<file path="src/sv/thms_pkg.sv">
// Shared types, codes and widths for the two-axis homing sequencer.
`timescale 1ns / 1ps

package thms_pkg;

	localparam int SpeedW = 20;
	localparam int RatioW = 16;
	localparam int PosW   = 16;
	localparam int PhaseW = 3;
	localparam int DriveW = 2;
	localparam int IdxW   = 2;
	localparam int CfgW   = 20;

	// Half turn in degrees, used for the axis 1 home position
	localparam int HalfTurnDeg = 180;
	localparam int HalfTurnW   = 8;

	// Phase codes
	localparam logic [PhaseW-1:0] PH_IDLE    = 3'd0;
	localparam logic [PhaseW-1:0] PH_A0_FAST = 3'd1;
	localparam logic [PhaseW-1:0] PH_A0_OFF  = 3'd2;
	localparam logic [PhaseW-1:0] PH_A0_BACK = 3'd3;
	localparam logic [PhaseW-1:0] PH_A1_FAST = 3'd4;
	localparam logic [PhaseW-1:0] PH_A1_OFF  = 3'd5;
	localparam logic [PhaseW-1:0] PH_A1_BACK = 3'd6;

	// Drive codes
	localparam logic [DriveW-1:0] DRV_STOP = 2'd0;
	localparam logic [DriveW-1:0] DRV_FWD  = 2'd1;
	localparam logic [DriveW-1:0] DRV_BACK = 2'd2;

	// Command codes
	localparam logic CMD_TICK  = 1'b0;
	localparam logic CMD_START = 1'b1;

	// Register indexes
	localparam logic [IdxW-1:0] REG_HOME_SPEED = 2'd0;
	localparam logic [IdxW-1:0] REG_RUN_SPEED  = 2'd1;
	localparam logic [IdxW-1:0] REG_STEPS_DEG  = 2'd2;

	localparam logic [RatioW-1:0] STEPS_DEG_RESET = 16'd256;

	typedef struct packed {
		logic cmd;
		logic sensor_axis0;
		logic sensor_axis1;
	} item_t;

	typedef struct packed {
		logic              active_axis;
		logic [DriveW-1:0] drive;
		logic [SpeedW-1:0] speed_hz;
		logic              speed_to_both;
		logic              load_position;
		logic [PosW-1:0]   position_steps;
		logic              busy_res;
		logic              done_res;
	} result_t;

	typedef struct packed {
		logic [SpeedW-1:0] home_speed;
		logic [SpeedW-1:0] run_speed;
		logic [RatioW-1:0] steps_per_degree;
	} cfg_t;

endpackage

</file>
<file path="src/sv/two_axis_homing_sequencer.sv">
// Top level of the two-axis homing sequencer.
//
//  channel   | handshake                   | word
//  ----------+-----------------------------+--------------------------------
//  item      | item_valid / item_stall     | item: cmd, sensor levels
//  res       | res_valid / res_stall       | res: drive command, position
//  cfg       | cfg_valid / cfg_ready       | cfg_index, cfg_data
//
// Two register stages: the input word register, then the result register.
// One word per cycle sustained while res_stall is low.
// Reset clears the phase to idle and the config to its defaults.
// A stall on a valid result holds both stages; the input takes a new word
// whenever the input register is empty or moving on.
`timescale 1ns / 1ps

module two_axis_homing_sequencer
	import thms_pkg::*;
(
	input  logic            clk,
	input  logic            arst_n,
	input  logic            item_valid,
	output logic            item_stall,
	input  item_t           item,
	output logic            res_valid,
	input  logic            res_stall,
	output result_t         res,
	input  logic            cfg_valid,
	output logic            cfg_ready,
	input  logic [IdxW-1:0] cfg_index,
	input  logic [CfgW-1:0] cfg_data
);

	cfg_t              cfg;
	item_t             item_s1;
	logic              valid_s1;
	logic [PhaseW-1:0] phase_q;
	logic [PhaseW-1:0] phase_next;
	result_t           res_next;
	result_t           res_q;
	logic              res_valid_q;
	logic              adv_s1;
	logic              take_in;

	assign cfg_ready = 1'b1;

	thms_cfg u_cfg (
		.clk      (clk),
		.arst_n   (arst_n),
		.wr_en    (cfg_valid & cfg_ready),
		.wr_index (cfg_index),
		.wr_data  (cfg_data),
		.cfg      (cfg)
	);

	// Flow control
	assign adv_s1     = valid_s1 && (!res_valid_q || !res_stall);
	assign item_stall = valid_s1 && !adv_s1;
	assign take_in    = item_valid && !item_stall;

	// Input word register
	always_ff @(posedge clk or negedge arst_n) begin
		if (!arst_n) begin
			valid_s1 <= 1'b0;
		end else if (take_in) begin
			valid_s1 <= 1'b1;
		end else if (adv_s1) begin
			valid_s1 <= 1'b0;
		end
	end

	always_ff @(posedge clk) begin
		if (take_in) begin
			item_s1 <= item;
		end
	end

	thms_step u_step (
		.phase      (phase_q),
		.item       (item_s1),
		.cfg        (cfg),
		.phase_next (phase_next),
		.res        (res_next)
	);

	// Phase advances as each word leaves the input register
	always_ff @(posedge clk or negedge arst_n) begin
		if (!arst_n) begin
			phase_q <= PH_IDLE;
		end else if (adv_s1) begin
			phase_q <= phase_next;
		end
	end

	// Result register
	always_ff @(posedge clk or negedge arst_n) begin
		if (!arst_n) begin
			res_valid_q <= 1'b0;
		end else if (adv_s1) begin
			res_valid_q <= 1'b1;
		end else if (!res_stall) begin
			res_valid_q <= 1'b0;
		end
	end

	always_ff @(posedge clk) begin
		if (adv_s1) begin
			res_q <= res_next;
		end
	end

	assign res_valid = res_valid_q;
	assign res       = res_q;

endmodule

</file>
<file path="src/sv/thms_cfg.sv">
// Configuration register file for the homing sequencer.
`timescale 1ns / 1ps

module thms_cfg
	import thms_pkg::*;
(
	input  logic            clk,
	input  logic            arst_n,
	input  logic            wr_en,
	input  logic [IdxW-1:0] wr_index,
	input  logic [CfgW-1:0] wr_data,
	output cfg_t            cfg
);

	cfg_t cfg_q;

	// Register writes; an index past the list is dropped
	always_ff @(posedge clk or negedge arst_n) begin
		if (!arst_n) begin
			cfg_q.home_speed       <= '0;
			cfg_q.run_speed        <= '0;
			cfg_q.steps_per_degree <= STEPS_DEG_RESET;
		end else if (wr_en) begin
			unique case (wr_index)
				REG_HOME_SPEED: cfg_q.home_speed <= wr_data[SpeedW-1:0];
				REG_RUN_SPEED:  cfg_q.run_speed <= wr_data[SpeedW-1:0];
				REG_STEPS_DEG:  cfg_q.steps_per_degree <= wr_data[RatioW-1:0];
				default: ;
			endcase
		end
	end

	assign cfg = cfg_q;

endmodule

</file>
<file path="src/sv/thms_step.sv">
// Next-phase and result logic for one item of the homing sequence.
`timescale 1ns / 1ps

module thms_step
	import thms_pkg::*;
(
	input  logic [PhaseW-1:0] phase,
	input  item_t             item,
	input  cfg_t              cfg,
	output logic [PhaseW-1:0] phase_next,
	output result_t           res
);

	logic [PhaseW-1:0]              cur;
	logic                           active;
	logic                           axis;
	logic                           is_fast;
	logic                           is_off;
	logic                           is_back;
	logic                           sens;
	logic                           exit_now;
	logic [RatioW+HalfTurnW-1:0]    pos_full;

	// Axis 1 home position: 180 * Q8.8 ratio, fraction dropped
	assign pos_full = cfg.steps_per_degree * HalfTurnW'(HalfTurnDeg);

	always_comb begin
		// idle or unused code: a start enters axis 0 fast
		cur = phase;
		if (phase == PH_IDLE || phase > PH_A1_BACK) begin
			cur = (item.cmd == CMD_START) ? PH_A0_FAST : PH_IDLE;
		end

		active  = 1'b1;
		axis    = 1'b0;
		is_fast = 1'b0;
		is_off  = 1'b0;
		is_back = 1'b0;
		unique case (cur)
			PH_A0_FAST: is_fast = 1'b1;
			PH_A0_OFF:  is_off = 1'b1;
			PH_A0_BACK: is_back = 1'b1;
			PH_A1_FAST: begin
				axis    = 1'b1;
				is_fast = 1'b1;
			end
			PH_A1_OFF: begin
				axis   = 1'b1;
				is_off = 1'b1;
			end
			PH_A1_BACK: begin
				axis    = 1'b1;
				is_back = 1'b1;
			end
			default: active = 1'b0;
		endcase

		sens     = axis ? item.sensor_axis1 : item.sensor_axis0;
		exit_now = is_off ? !sens : sens;

		res        = '0;
		phase_next = cur;
		if (active) begin
			res.active_axis = axis;
			res.speed_hz    = is_fast ? cfg.home_speed : (cfg.home_speed >> 1);
			res.busy_res    = 1'b1;
			if (!exit_now) begin
				res.drive = is_back ? DRV_BACK : DRV_FWD;
			end else if (!is_back) begin
				res.drive  = DRV_STOP;
				phase_next = cur + PhaseW'(1);
			end else if (!axis) begin
				// axis 0 homed: zero its position, go on to axis 1
				res.load_position = 1'b1;
				phase_next        = PH_A1_FAST;
			end else begin
				// axis 1 homed: load half-turn position, restore run speed
				res.load_position  = 1'b1;
				res.position_steps = pos_full[RatioW+HalfTurnW-1:HalfTurnW];
				res.speed_hz       = cfg.run_speed;
				res.speed_to_both  = 1'b1;
				res.done_res       = 1'b1;
				res.busy_res       = 1'b0;
				phase_next         = PH_IDLE;
			end
		end
	end

endmodule

</file>
<file path="config.mk">
export PLATFORM = sky130hd
export DESIGN_NAME = two_axis_homing_sequencer
export DESIGN_NICKNAME = d
export VERILOG_FILES = /design/src/sv/thms_pkg.sv /design/src/sv/two_axis_homing_sequencer.sv /design/src/sv/thms_cfg.sv /design/src/sv/thms_step.sv
export SDC_FILE = /design/constraint.sdc
export NUM_CORES = 1
export LEC_CHECK = 0
export BUFFER_PORTS_ARGS = -buffer_cell sky130_fd_sc_hd__buf_2
export CAP_MARGIN = 15
export CORE_UTILIZATION = 53
export CTS_BUF_LIST = sky130_fd_sc_hd__clkbuf_16
export DETAILED_ROUTE_END_ITERATION = 8
export PLACE_DENSITY = 0.82
export SLEW_MARGIN = 20
export SYNTH_ARGS = -nofsm -noshare
export SYNTH_HDL_FRONTEND = slang
export SYNTH_SLANG_ARGS = --single-unit
</file>
<file path="constraint.sdc">
create_clock -name clk -period 3.6 [get_ports clk]
set_input_delay 0 -clock clk [delete_from_list [all_inputs] [get_ports clk]]
set_output_delay 0 -clock clk [all_outputs]
set_load 0.005 [all_outputs]
</file>
Word level (Yosys, flattened, before mapping)
Index checks and enable logic that the tools add are counted.

Output and inout bits: 46. Flip-flop bits (word level): 107. Bits of input ports: 30. Logic and storage cells: 78.

Order comparisons: 1. Multipliers: 1. Muxes and demuxes: 23. Reduce and logical (&&, ||, !) cells: 25. Bitwise gates (word level): 1. Eq/ne operators: 9. $add $sub $neg: 1.

Operators by type and width (count): $mux W40 (2); $mul A16 B6 Y22 const B (1); $mux W21 (1); $mux W20 (1); $mux W18 (1); $mux W3 (5); $mux W1 (12); $eq A3 B3 Y1 const B (3); $reduce_and A2 Y1 (4); $reduce_or A2 Y1 (4); $eq A3 B2 Y1 const B (2); $reduce_or A6 Y1 (1); $logic_not A1 Y1 (5); $reduce_and A4 Y1 (1); $add A3 B1 Y3 const B (1); $eq A3 B1 Y1 const B (1); $gt A3 B3 Y1 const B (1); $logic_and A1 B1 Y1 (3); $logic_not A3 Y1 (1); $reduce_and A3 Y1 (1); $reduce_or A3 Y1 (1); $eq A2 B1 Y1 const B (1); $eq A2 B2 Y1 const B (1); $logic_not A2 Y1 (1); other kinds (5) (6).

Logic depth before layout (Yosys ltp)
Gate-level depths: netlist of run 1.

Word-level depth: 11. Gate-level depth with buffers: 13. Mapped depth without buffers: 13.

Hierarchy
From an unflattened synthesis of run 1, not the netlist that was laid out.

Cells, all modules: 543. Area, all modules: 6366.1 um^2.

By module, submodules not included: thms_step (times used 1, sequential area each 0.0 um^2, area an instance 2655.0 um^2, cells an instance 361); thms_cfg (times used 1, sequential area each 1402.6 um^2, area an instance 2110.8 um^2, cells an instance 120); two_axis_homing_sequencer (times used 1, sequential area each 1506.4 um^2, area an instance 1600.3 um^2, cells an instance 62).

Worst setup path before layout of run 1
OpenSTA, ideal clock, no wires.

Path type: flip-flop to flip-flop. Start point: register u_cfg.cfg_q (netlist bit u_cfg.cfg[4]). End point: register res_q (netlist bit res[11]), data pin. Clock period less this slack: 3441 ps. Library setup time: 266 ps. Path buffers: 0. Setup slack: 159 ps. Arrival: 3175 ps. Cell stages (with the launch flop): 13. Required time: 3334 ps. Cell sequence: dfrtp_1 > ha_1 > inv_1 > fa_1 > fa_1 > inv_1 > ha_1 > o21ai_0 > o21ai_0 > or2_2 > a41oi_1 > xor2_1 > nor2_1.

Word-level cells in the longest chain between the ends: 1.

Ends and longest elaborated chain: start: declaration (RTL line thms_cfg.sv:15) `cfg_t cfg_q;`; $mul A16 B6 Y22 (RTL line thms_step.sv:25) `assign pos_full = cfg.steps_per_degree * HalfTurnW'(HalfTurnDeg);`; end signal: assignment (RTL line two_axis_homing_sequencer.sv:107) `res_q <= res_next;`; end: declaration (RTL line two_axis_homing_sequencer.sv:39) `result_t res_q;`.

No other way between the ends. A chain may end at the register's enable or synchronous reset.

Worst setup path after layout of run 1
Start point: register u_cfg.cfg_q (netlist bit u_cfg.cfg[6]). End point: register res_q (netlist bit res[15]), data pin.

The elaborated chain is that of the path after synthesis.

==> results of run 1 <==
[placed cells by master (no fill, tap or decap), types with 17 or more instances in the layout]
cell,Yosys,routed
nor2_1,43,43
inv_1,47,49
buf_2,2,74
ha_1,50,40
fa_1,17,17
a211oi_1,24,20
dlygate4sd3_1,0,27
mux2_2,56,56
edfxtp_1,45,45
mux2i_1,21,20
dfrtp_1,60,60
[area by class of cell]
cell class / instances / area (µm²)
tap: 143 / 179
timing repair buffer: 116 / 761
sequential: 106 / 2880
inverter: 47 / 176
clock buffer: 9 / 225
fill: 850 / 3900
clock inverter: 7 / 45.0
multi-input combinational: 347 / 3250
[sequential cells by signal, summed over array words and instances (netlist names)]
name	cells
item_s1	3
phase_q	3
res	42
res_valid	1
u_cfg.cfg	56
valid_s1	1
[cell usage after synthesis, types with 14 or more instances]
| cell type | count |
|---|---|
| a211oi_1 | 24 |
| a21oi_1 | 14 |
| clkbuf_1 | 15 |
| dfrtp_1 | 60 |
| edfxtp_1 | 45 |
| fa_1 | 17 |
| ha_1 | 50 |
| inv_1 | 47 |
| mux2_2 | 56 |
| mux2i_1 | 21 |
| nor2_1 | 43 |
[critical path, cell delays in order, from the launching register on]
cell,delay (ns)
dfrtp_1,0.42
ha_4,0.30
inv_1,0.06
fa_1,0.50
fa_1,0.54
inv_1,0.06
ha_4,0.29
nand3_1,0.11
a211oi_2,0.28
o211ai_1,0.13
buf_4,0.18
a31oi_2,0.18
xnor2_1,0.14
nor2_1,0.05
[metal layers]
| metal | global-route usage | vias up |
|---|---|---|
| met5 | 0 | - |
| met4 | 0.102 | 0 |
| met3 | 0.0335 | 27 |
| met2 | 0.384 | 105 |
| met1 | 0.275 | 2144 |
| li1 | - | 2069 |
[report_power, final]
group,internal (mW),switching (mW)
Clock,0.468,0.440
Combinational,2.17,2.62
Sequential,1.59,0.154
[logic make-up (layout without fill, tap and decap cells)]
logic type | after synthesis | in the layout
buffers and inverters | 67 | 179
muxes | 78 | 78
adders and majority gates | 67 | 67
and+or+nand+nor | 101 | 101
AOI/OAI and AO/OA | 79 | 79
DFF | 106 | 106
xor gates and xnor gates | 21 | 21
other | 1 | 1
[repair_timing]
action / in CTS / in global routing
gates resized for setup: 6 / 24
hold buffers: 27 / 0
setup endpoints to repair: 3 / 11
endpoints found under the hold margin: 87 / 0
buffers inserted: 0 / 2
pin swaps: 0 / 2
[worst paths after layout]
check,start,end,cells past startpoint
min,arst_n,u_cfg.cfg[32],2
max in group asynchronous,arst_n,u_cfg.cfg[8],3
max,u_cfg.cfg[6],res[15],13
min reg2reg,u_cfg.cfg[35],u_cfg.cfg[35],1
min in group clk,cfg_index[1],u_cfg.cfg[36],4
max reg2reg,u_cfg.cfg[6],res[15],13
==> run_summary.xml, run 1 <==
<?xml version="1.0" encoding="UTF-8"?>
<metrics>
  <group name="worst_setup_path">
    <metric name="worstSetupStartpointType" unit="">register</metric>
    <metric name="critical_path_arrival" unit="ns">3.60</metric>
    <metric name="required" unit="ns">3.69</metric>
    <metric name="critical_path_class" unit="">register to register</metric>
    <metric name="reg2reg_setup_slack" unit="ns">0.09</metric>
    <metric name="critPathMaxFanout" unit="">6</metric>
    <metric name="critical_path.endpoint_type" unit="">register</metric>
  </group>
  <group name="yosys">
    <metric name="synth_compound_area_frac" unit="">0.0872</metric>
    <metric name="synth_top_family_by_area" unit="">adder cells</metric>
    <metric name="ys.flop_type" unit="">dfrtp_1</metric>
    <metric name="synthesis.instances" unit="">520</metric>
    <metric name="synth-edff-count" unit="">45</metric>
    <metric name="ys_ff_latch" unit="">106</metric>
    <metric name="yosysWarnings" unit="">0</metric>
    <metric name="post_synth_mux_area_share" unit="">0.138</metric>
    <metric name="avg_inst_size_synth" unit="µm²">11.9</metric>
    <metric name="yosysUniqueCellTypes" unit="">53</metric>
    <metric name="yosysSeqAreaShare" unit="">0.466</metric>
    <metric name="netlist_top_cells_area" unit="">dfrtp_1, edfxtp_1, mux2_2</metric>
    <metric name="netlist_area" unit="µm²">6180</metric>
    <metric name="yosys.area_share.xor_xnor" unit="">0.0297</metric>
    <metric name="post_synth_and_or_nand_nor_area_fraction" unit="">0.0789</metric>
    <metric name="synth_adder_area_share" unit="">0.156</metric>
    <metric name="postSynth.asyncResetShare" unit="">0.575</metric>
    <metric name="post-synth-top-area-fraction" unit="">0.243</metric>
    <metric name="mappedNetlistNets" unit="">617</metric>
    <metric name="yosys.area.top_type" unit="">dfrtp_1</metric>
  </group>
  <group name="global_route">
    <metric name="number_of_antenna_violations_at_the_first_check_in_global_routing" unit="">0</metric>
    <metric name="globalRouteTotalUtil" unit="">0.222</metric>
    <metric name="first_global_vias" unit="">4358</metric>
    <metric name="overflow" unit="">0</metric>
    <metric name="grt_pass1_wl" unit="µm">20400</metric>
    <metric name="pin_count_of_the_biggest_net_entering_global_routing" unit="">36</metric>
  </group>
  <group name="pwr">
    <metric name="worst_ir_drop_vdd" unit="mV">0.577</metric>
    <metric name="power-per-cell-area" unit="nW/µm²">991</metric>
    <metric name="post-layout-total-power" unit="mW">7.45</metric>
    <metric name="power_leakage" unit="nW">3.40</metric>
  </group>
  <group name="floorplan">
    <metric name="fp.coreArea" unit="µm²">11400</metric>
    <metric name="row_count" unit="">39</metric>
    <metric name="die_area" unit="µm²">12100</metric>
    <metric name="ioPinCount" unit="">76</metric>
    <metric name="die_h" unit="µm">110</metric>
    <metric name="die_width" unit="µm">110</metric>
    <metric name="initial_core_util" unit="">0.542</metric>
  </group>
  <group name="sta">
    <metric name="min_period_over_period" unit="">0.975</metric>
    <metric name="clock_skew" unit="ns">0.0113</metric>
    <metric name="worst_slew_margin_rel" unit="">0.427</metric>
    <metric name="hold_viol_final" unit="">0</metric>
    <metric name="fin_setup_tns" unit="ns">0</metric>
    <metric name="post_layout_minimum_cycle_time" unit="ns">3.51</metric>
    <metric name="worst_pin_slew" unit="ns">0.856</metric>
    <metric name="grt_setup_unrepaired" unit="">yes</metric>
    <metric name="postLayoutSetupSlackWorst" unit="ns">0.0894</metric>
    <metric name="setup_viol" unit="">0</metric>
    <metric name="final_count_of_pins_violating_max_slew" unit="">0</metric>
    <metric name="max_clk_rate" unit="GHz">0.285</metric>
    <metric name="fin_worst_hold_slack" unit="ns">0.200</metric>
  </group>
  <group name="placement">
    <metric name="dp_slack" unit="ns">-0.0263</metric>
    <metric name="io_buffers" unit="">74</metric>
    <metric name="dpl.cell_count" unit="">729</metric>
    <metric name="place_congestion" unit="">0.866</metric>
    <metric name="dp_hpwl" unit="µm">8960</metric>
    <metric name="area_of_placed_instances" unit="µm²">6750</metric>
  </group>
  <group name="final_layout">
    <metric name="antenna_cells" unit="">0</metric>
    <metric name="layout.core_utilization" unit="">0.658</metric>
    <metric name="final_net_count" unit="">724</metric>
    <metric name="finalNonFillerCells" unit="">775</metric>
    <metric name="final_area" unit="µm²">7520</metric>
    <metric name="drive_above_1_share" unit="">0.309</metric>
    <metric name="synthToLayoutAreaGrowth" unit="%">21.5</metric>
  </group>
  <group name="clocking">
    <metric name="clock-root-buffer" unit="">clkbuf_16</metric>
    <metric name="clk_pin_slew" unit="ns">0.07</metric>
    <metric name="clock_latency_of_the_later_clocked_register_in_the_worst_skew_pair" unit="ns">0.35</metric>
    <metric name="cts-buffers-inserted" unit="">9</metric>
    <metric name="max-clock-path-buffers" unit="">2</metric>
    <metric name="ctsHtreeMaxLevel" unit="">3</metric>
    <metric name="tritoncts" unit="">built</metric>
    <metric name="numClockSinks" unit="">106</metric>
  </group>
  <group name="detailed_routing">
    <metric name="drt_wl_total" unit="µm">13000</metric>
    <metric name="routed_wire_length_per_instance" unit="µm">16.7</metric>
    <metric name="number_of_remaining_drc_errors" unit="">0</metric>
    <metric name="met3RoutedLength" unit="µm">523</metric>
    <metric name="drt_first_pass_iters" unit="">4</metric>
    <metric name="detailroute.wirelength.met2" unit="µm">6740</metric>
    <metric name="highest_layer" unit="">met4</metric>
    <metric name="routed-via-count" unit="">4345</metric>
    <metric name="avgViaCountPerCell" unit="">5.61</metric>
    <metric name="drtAntennaViolNets" unit="">0</metric>
    <metric name="detail_route.wirelength.met1" unit="µm">5390</metric>
    <metric name="drt_first_iter_violations" unit="">204</metric>
  </group>
  <group name="flow_run">
    <metric name="cap_violations" unit="">0</metric>
  </group>
  <group name="outcome">
    <metric name="status" unit="">finished, final reports clean</metric>
  </group>
  <group name="worst_hold_path">
    <metric name="holdCritPathClass" unit="">input port to async pin</metric>
  </group>
</metrics>
Power figures use the tool's default switching activity.
==> inputs of run 2 (changes only) <==
- CTS_BUF_LIST: sky130_fd_sc_hd__clkbuf_16 -> sky130_fd_sc_hd__clkbuf_4 sky130_fd_sc_hd__clkbuf_8 sky130_fd_sc_hd__clkbuf_16
- RECOVER_POWER: not set -> 100
==> run 2 against run 1 <==
The flow now finishes with violations (capacitance limit, slew limit). Clock skew down 0.0018 ns. Sequential share of layout area grew 0.32 points. Sequential power about the same. Worst hold slack improved by 0.13 ns. Fmax about the same. Largest cell class unchanged. Largest power group unchanged.
==> run_summary.xml, run 2 (synthesis results as in run 1) <==
<?xml version="1.0" encoding="UTF-8"?>
<metrics>
  <group name="outcome">
    <metric name="status" unit="">finished with violations</metric>
    <metric name="failing_checks" unit="">capacitance limit, slew limit</metric>
  </group>
  <group name="global_route">
    <metric name="pin_count_of_the_biggest_net_entering_global_routing" unit="">36</metric>
    <metric name="number_of_antenna_violations_at_the_first_check_in_global_routing" unit="">0</metric>
    <metric name="grt_pass1_wl" unit="µm">20500</metric>
    <metric name="first_global_vias" unit="">4341</metric>
    <metric name="globalRouteTotalUtil" unit="">0.224</metric>
    <metric name="overflow" unit="">0</metric>
  </group>
  <group name="worst_setup_path">
    <metric name="path_cells" unit="">ha_4 -&gt; inv_1 -&gt; fa_1 -&gt; fa_1 -&gt; inv_1 -&gt; ha_4 -&gt; nand3_1 -&gt; a211oi_2 -&gt; o211ai_1 -&gt; buf_4 -&gt; a31oi_2 -&gt; xnor2_1 -&gt; nor2_1</metric>
    <metric name="critical_path.n_buffers_inverters" unit="">3</metric>
    <metric name="required" unit="ns">3.69</metric>
    <metric name="slowest_stage" unit="">fa_1</metric>
    <metric name="critical_path_arrival" unit="ns">3.60</metric>
    <metric name="worstSetupStartpointType" unit="">register</metric>
    <metric name="timing.critical_path.max_delay_family" unit="">adder cells</metric>
    <metric name="critPathMaxFanout" unit="">6</metric>
    <metric name="critical_path_class" unit="">register to register</metric>
    <metric name="worst_path_largest_cell_delay" unit="ns">0.54</metric>
    <metric name="critical_path.endpoint_type" unit="">register</metric>
  </group>
  <group name="final_layout">
    <metric name="layout.cells.most_common_list" unit="">dfrtp_1, mux2_2, inv_1</metric>
    <metric name="layout.cells.most_common" unit="">dfrtp_1</metric>
    <metric name="final_net_count" unit="">724</metric>
    <metric name="antenna_cells" unit="">0</metric>
    <metric name="synthToLayoutAreaGrowth" unit="%">20.5</metric>
    <metric name="drive_above_1_share" unit="">0.256</metric>
    <metric name="largest_register_ff_count" unit="">56</metric>
  </group>
  <group name="detailed_routing">
    <metric name="routed-via-count" unit="">4375</metric>
    <metric name="avgViaCountPerCell" unit="">5.65</metric>
    <metric name="drt_first_pass_iters" unit="">5</metric>
    <metric name="drt_wl_total" unit="µm">13000</metric>
    <metric name="drt_first_iter_violations" unit="">223</metric>
    <metric name="number_of_remaining_drc_errors" unit="">0</metric>
    <metric name="drtAntennaViolNets" unit="">0</metric>
    <metric name="routed_wire_length_per_instance" unit="µm">16.8</metric>
  </group>
  <group name="clocking">
    <metric name="clk_pin_slew" unit="ns">0.07</metric>
    <metric name="numClockSinks" unit="">106</metric>
    <metric name="clock-root-buffer" unit="">clkbuf_16</metric>
    <metric name="cts-buffers-inserted" unit="">9</metric>
    <metric name="ctsHtreeMaxLevel" unit="">3</metric>
    <metric name="max-clock-path-buffers" unit="">2</metric>
    <metric name="tritoncts" unit="">built</metric>
    <metric name="clock_latency_of_the_later_clocked_register_in_the_worst_skew_pair" unit="ns">0.35</metric>
  </group>
  <group name="floorplan">
    <metric name="die_area" unit="µm²">12100</metric>
    <metric name="initial_core_util" unit="">0.542</metric>
    <metric name="die_width" unit="µm">110</metric>
    <metric name="die_h" unit="µm">110</metric>
    <metric name="fp.coreArea" unit="µm²">11400</metric>
    <metric name="ioPinCount" unit="">76</metric>
    <metric name="row_count" unit="">39</metric>
  </group>
  <group name="sta">
    <metric name="max_clk_rate" unit="GHz">0.285</metric>
    <metric name="setup_viol" unit="">0</metric>
    <metric name="hold_viol_final" unit="">0</metric>
    <metric name="grt_setup_unrepaired" unit="">yes</metric>
    <metric name="post_layout_minimum_cycle_time" unit="ns">3.51</metric>
    <metric name="min_period_over_period" unit="">0.976</metric>
    <metric name="final_count_of_pins_violating_max_slew" unit="">33</metric>
    <metric name="clock_skew" unit="ns">0.00948</metric>
    <metric name="worst_slew_margin_rel" unit="">-0.239</metric>
    <metric name="postLayoutSetupSlackWorst" unit="ns">0.0877</metric>
    <metric name="worst_pin_slew" unit="ns">1.86</metric>
  </group>
  <group name="pwr">
    <metric name="power_leakage" unit="nW">3.29</metric>
    <metric name="worst_ir_drop_vdd" unit="mV">0.577</metric>
    <metric name="post-layout-total-power" unit="mW">7.43</metric>
    <metric name="power-per-cell-area" unit="nW/µm²">997</metric>
  </group>
  <group name="flow_run">
    <metric name="cap_violations" unit="">1</metric>
  </group>
  <group name="worst_hold_path">
    <metric name="holdCritPathClass" unit="">input port to register</metric>
  </group>
  <group name="placement">
    <metric name="io_buffers" unit="">74</metric>
    <metric name="place_congestion" unit="">0.866</metric>
    <metric name="dp_slack" unit="ns">-0.0263</metric>
    <metric name="dp_hpwl" unit="µm">8960</metric>
  </group>
</metrics>
## run 2: cell count changes in the layout (fill, tap and decap cells not counted), sizes merged
cell,previous run,this run
clkbuf,9,45
buf,89,55
inv,51,49
## run 2: path summary, 6_finish.rpt
check / cells after the start / endpoint / start / slack (ns)
min reg2reg: 1 / u_cfg.cfg[22] / u_cfg.cfg[22] / 0.51
min in group asynchronous: 2 / u_cfg.cfg[35] / arst_n / 0.54
max: 13 / res[15] / u_cfg.cfg[6] / 0.09
max in group asynchronous: 3 / u_cfg.cfg[4] / arst_n / 1.47
max reg2reg: 13 / res[15] / u_cfg.cfg[6] / 0.09
min: 4 / u_cfg.cfg[36] / cfg_index[1] / 0.33
## run 2: final cells by class
type | instances | area (µm²)
Tap cell | 143 | 179
Timing Repair Buffer | 116 | 704
Clock buffer | 11 | 240
Sequential cell | 106 | 2880
Inverter | 47 | 176
Clock inverter | 5 | 37.5
Fill cell | 865 | 3960
Multi-Input combinational cell | 347 | 3240
## run 2: per-stage QoR
| step | cell area [µm²] | setup TNS, ns | instances | utilization | hold WS (ns) |
|---|---|---|---|---|---|
| 2_1_floorplan | 6180 | 0 | 520 | - | -0.296 |
| 3_3_place_gp | 6750 | 0 | 729 | 0.591 | 0.0351 |
| 3_5_place_dp | 6750 | -0.0358 | 729 | 0.591 | 0.0392 |
| 4_1_cts | 7340 | 0 | 772 | 0.643 | 0.205 |
| 5_1_grt | 7450 | -0.197 | 775 | 0.653 | 0.361 |
| 6_report | 7450 | 0 | 775 | 0.653 | 0.328 |
## run 2: power breakdown
group / internal, mW / total, mW / switching (mW)
clock: 0.489 / 0.929 / 0.440
combinational: 2.14 / 4.75 / 2.61
sequential: 1.60 / 1.75 / 0.158
total: 4.23 / 7.43 / 3.21
## run 2: worst min-delay path: cells and delay by family
family | cells | cell delay (ns)
multiplexers | 1 | 0.25
buffers and inverters | 2 | 0.33
AND/OR/NAND/NOR | 1 | 0.06
## run 2: timing repair
item                                    in CTS  in global routing
hold buffers                                27                  0
pin swaps                                    0                  2
gates resized for setup                      6                 24
hold endpoints to repair                    87                  0
endpoints found under the setup margin       3                 11
buffers inserted                             0                  2
## run 2: metal layers
| layer | share of wire | vias to the layer above | wire [µm] | GRT usage |
|---|---|---|---|---|
| li1 | - | 2070 | - | - |
| met1 | 0.41 | 2172 | 5400 | 0.279 |
| met2 | 0.52 | 112 | 6830 | 0.387 |
| met3 | 0.040 | 21 | 526 | 0.0323 |
| met4 | 0.021 | 0 | 271 | 0.0981 |
| met5 | 0 | - | 0 | 0 |
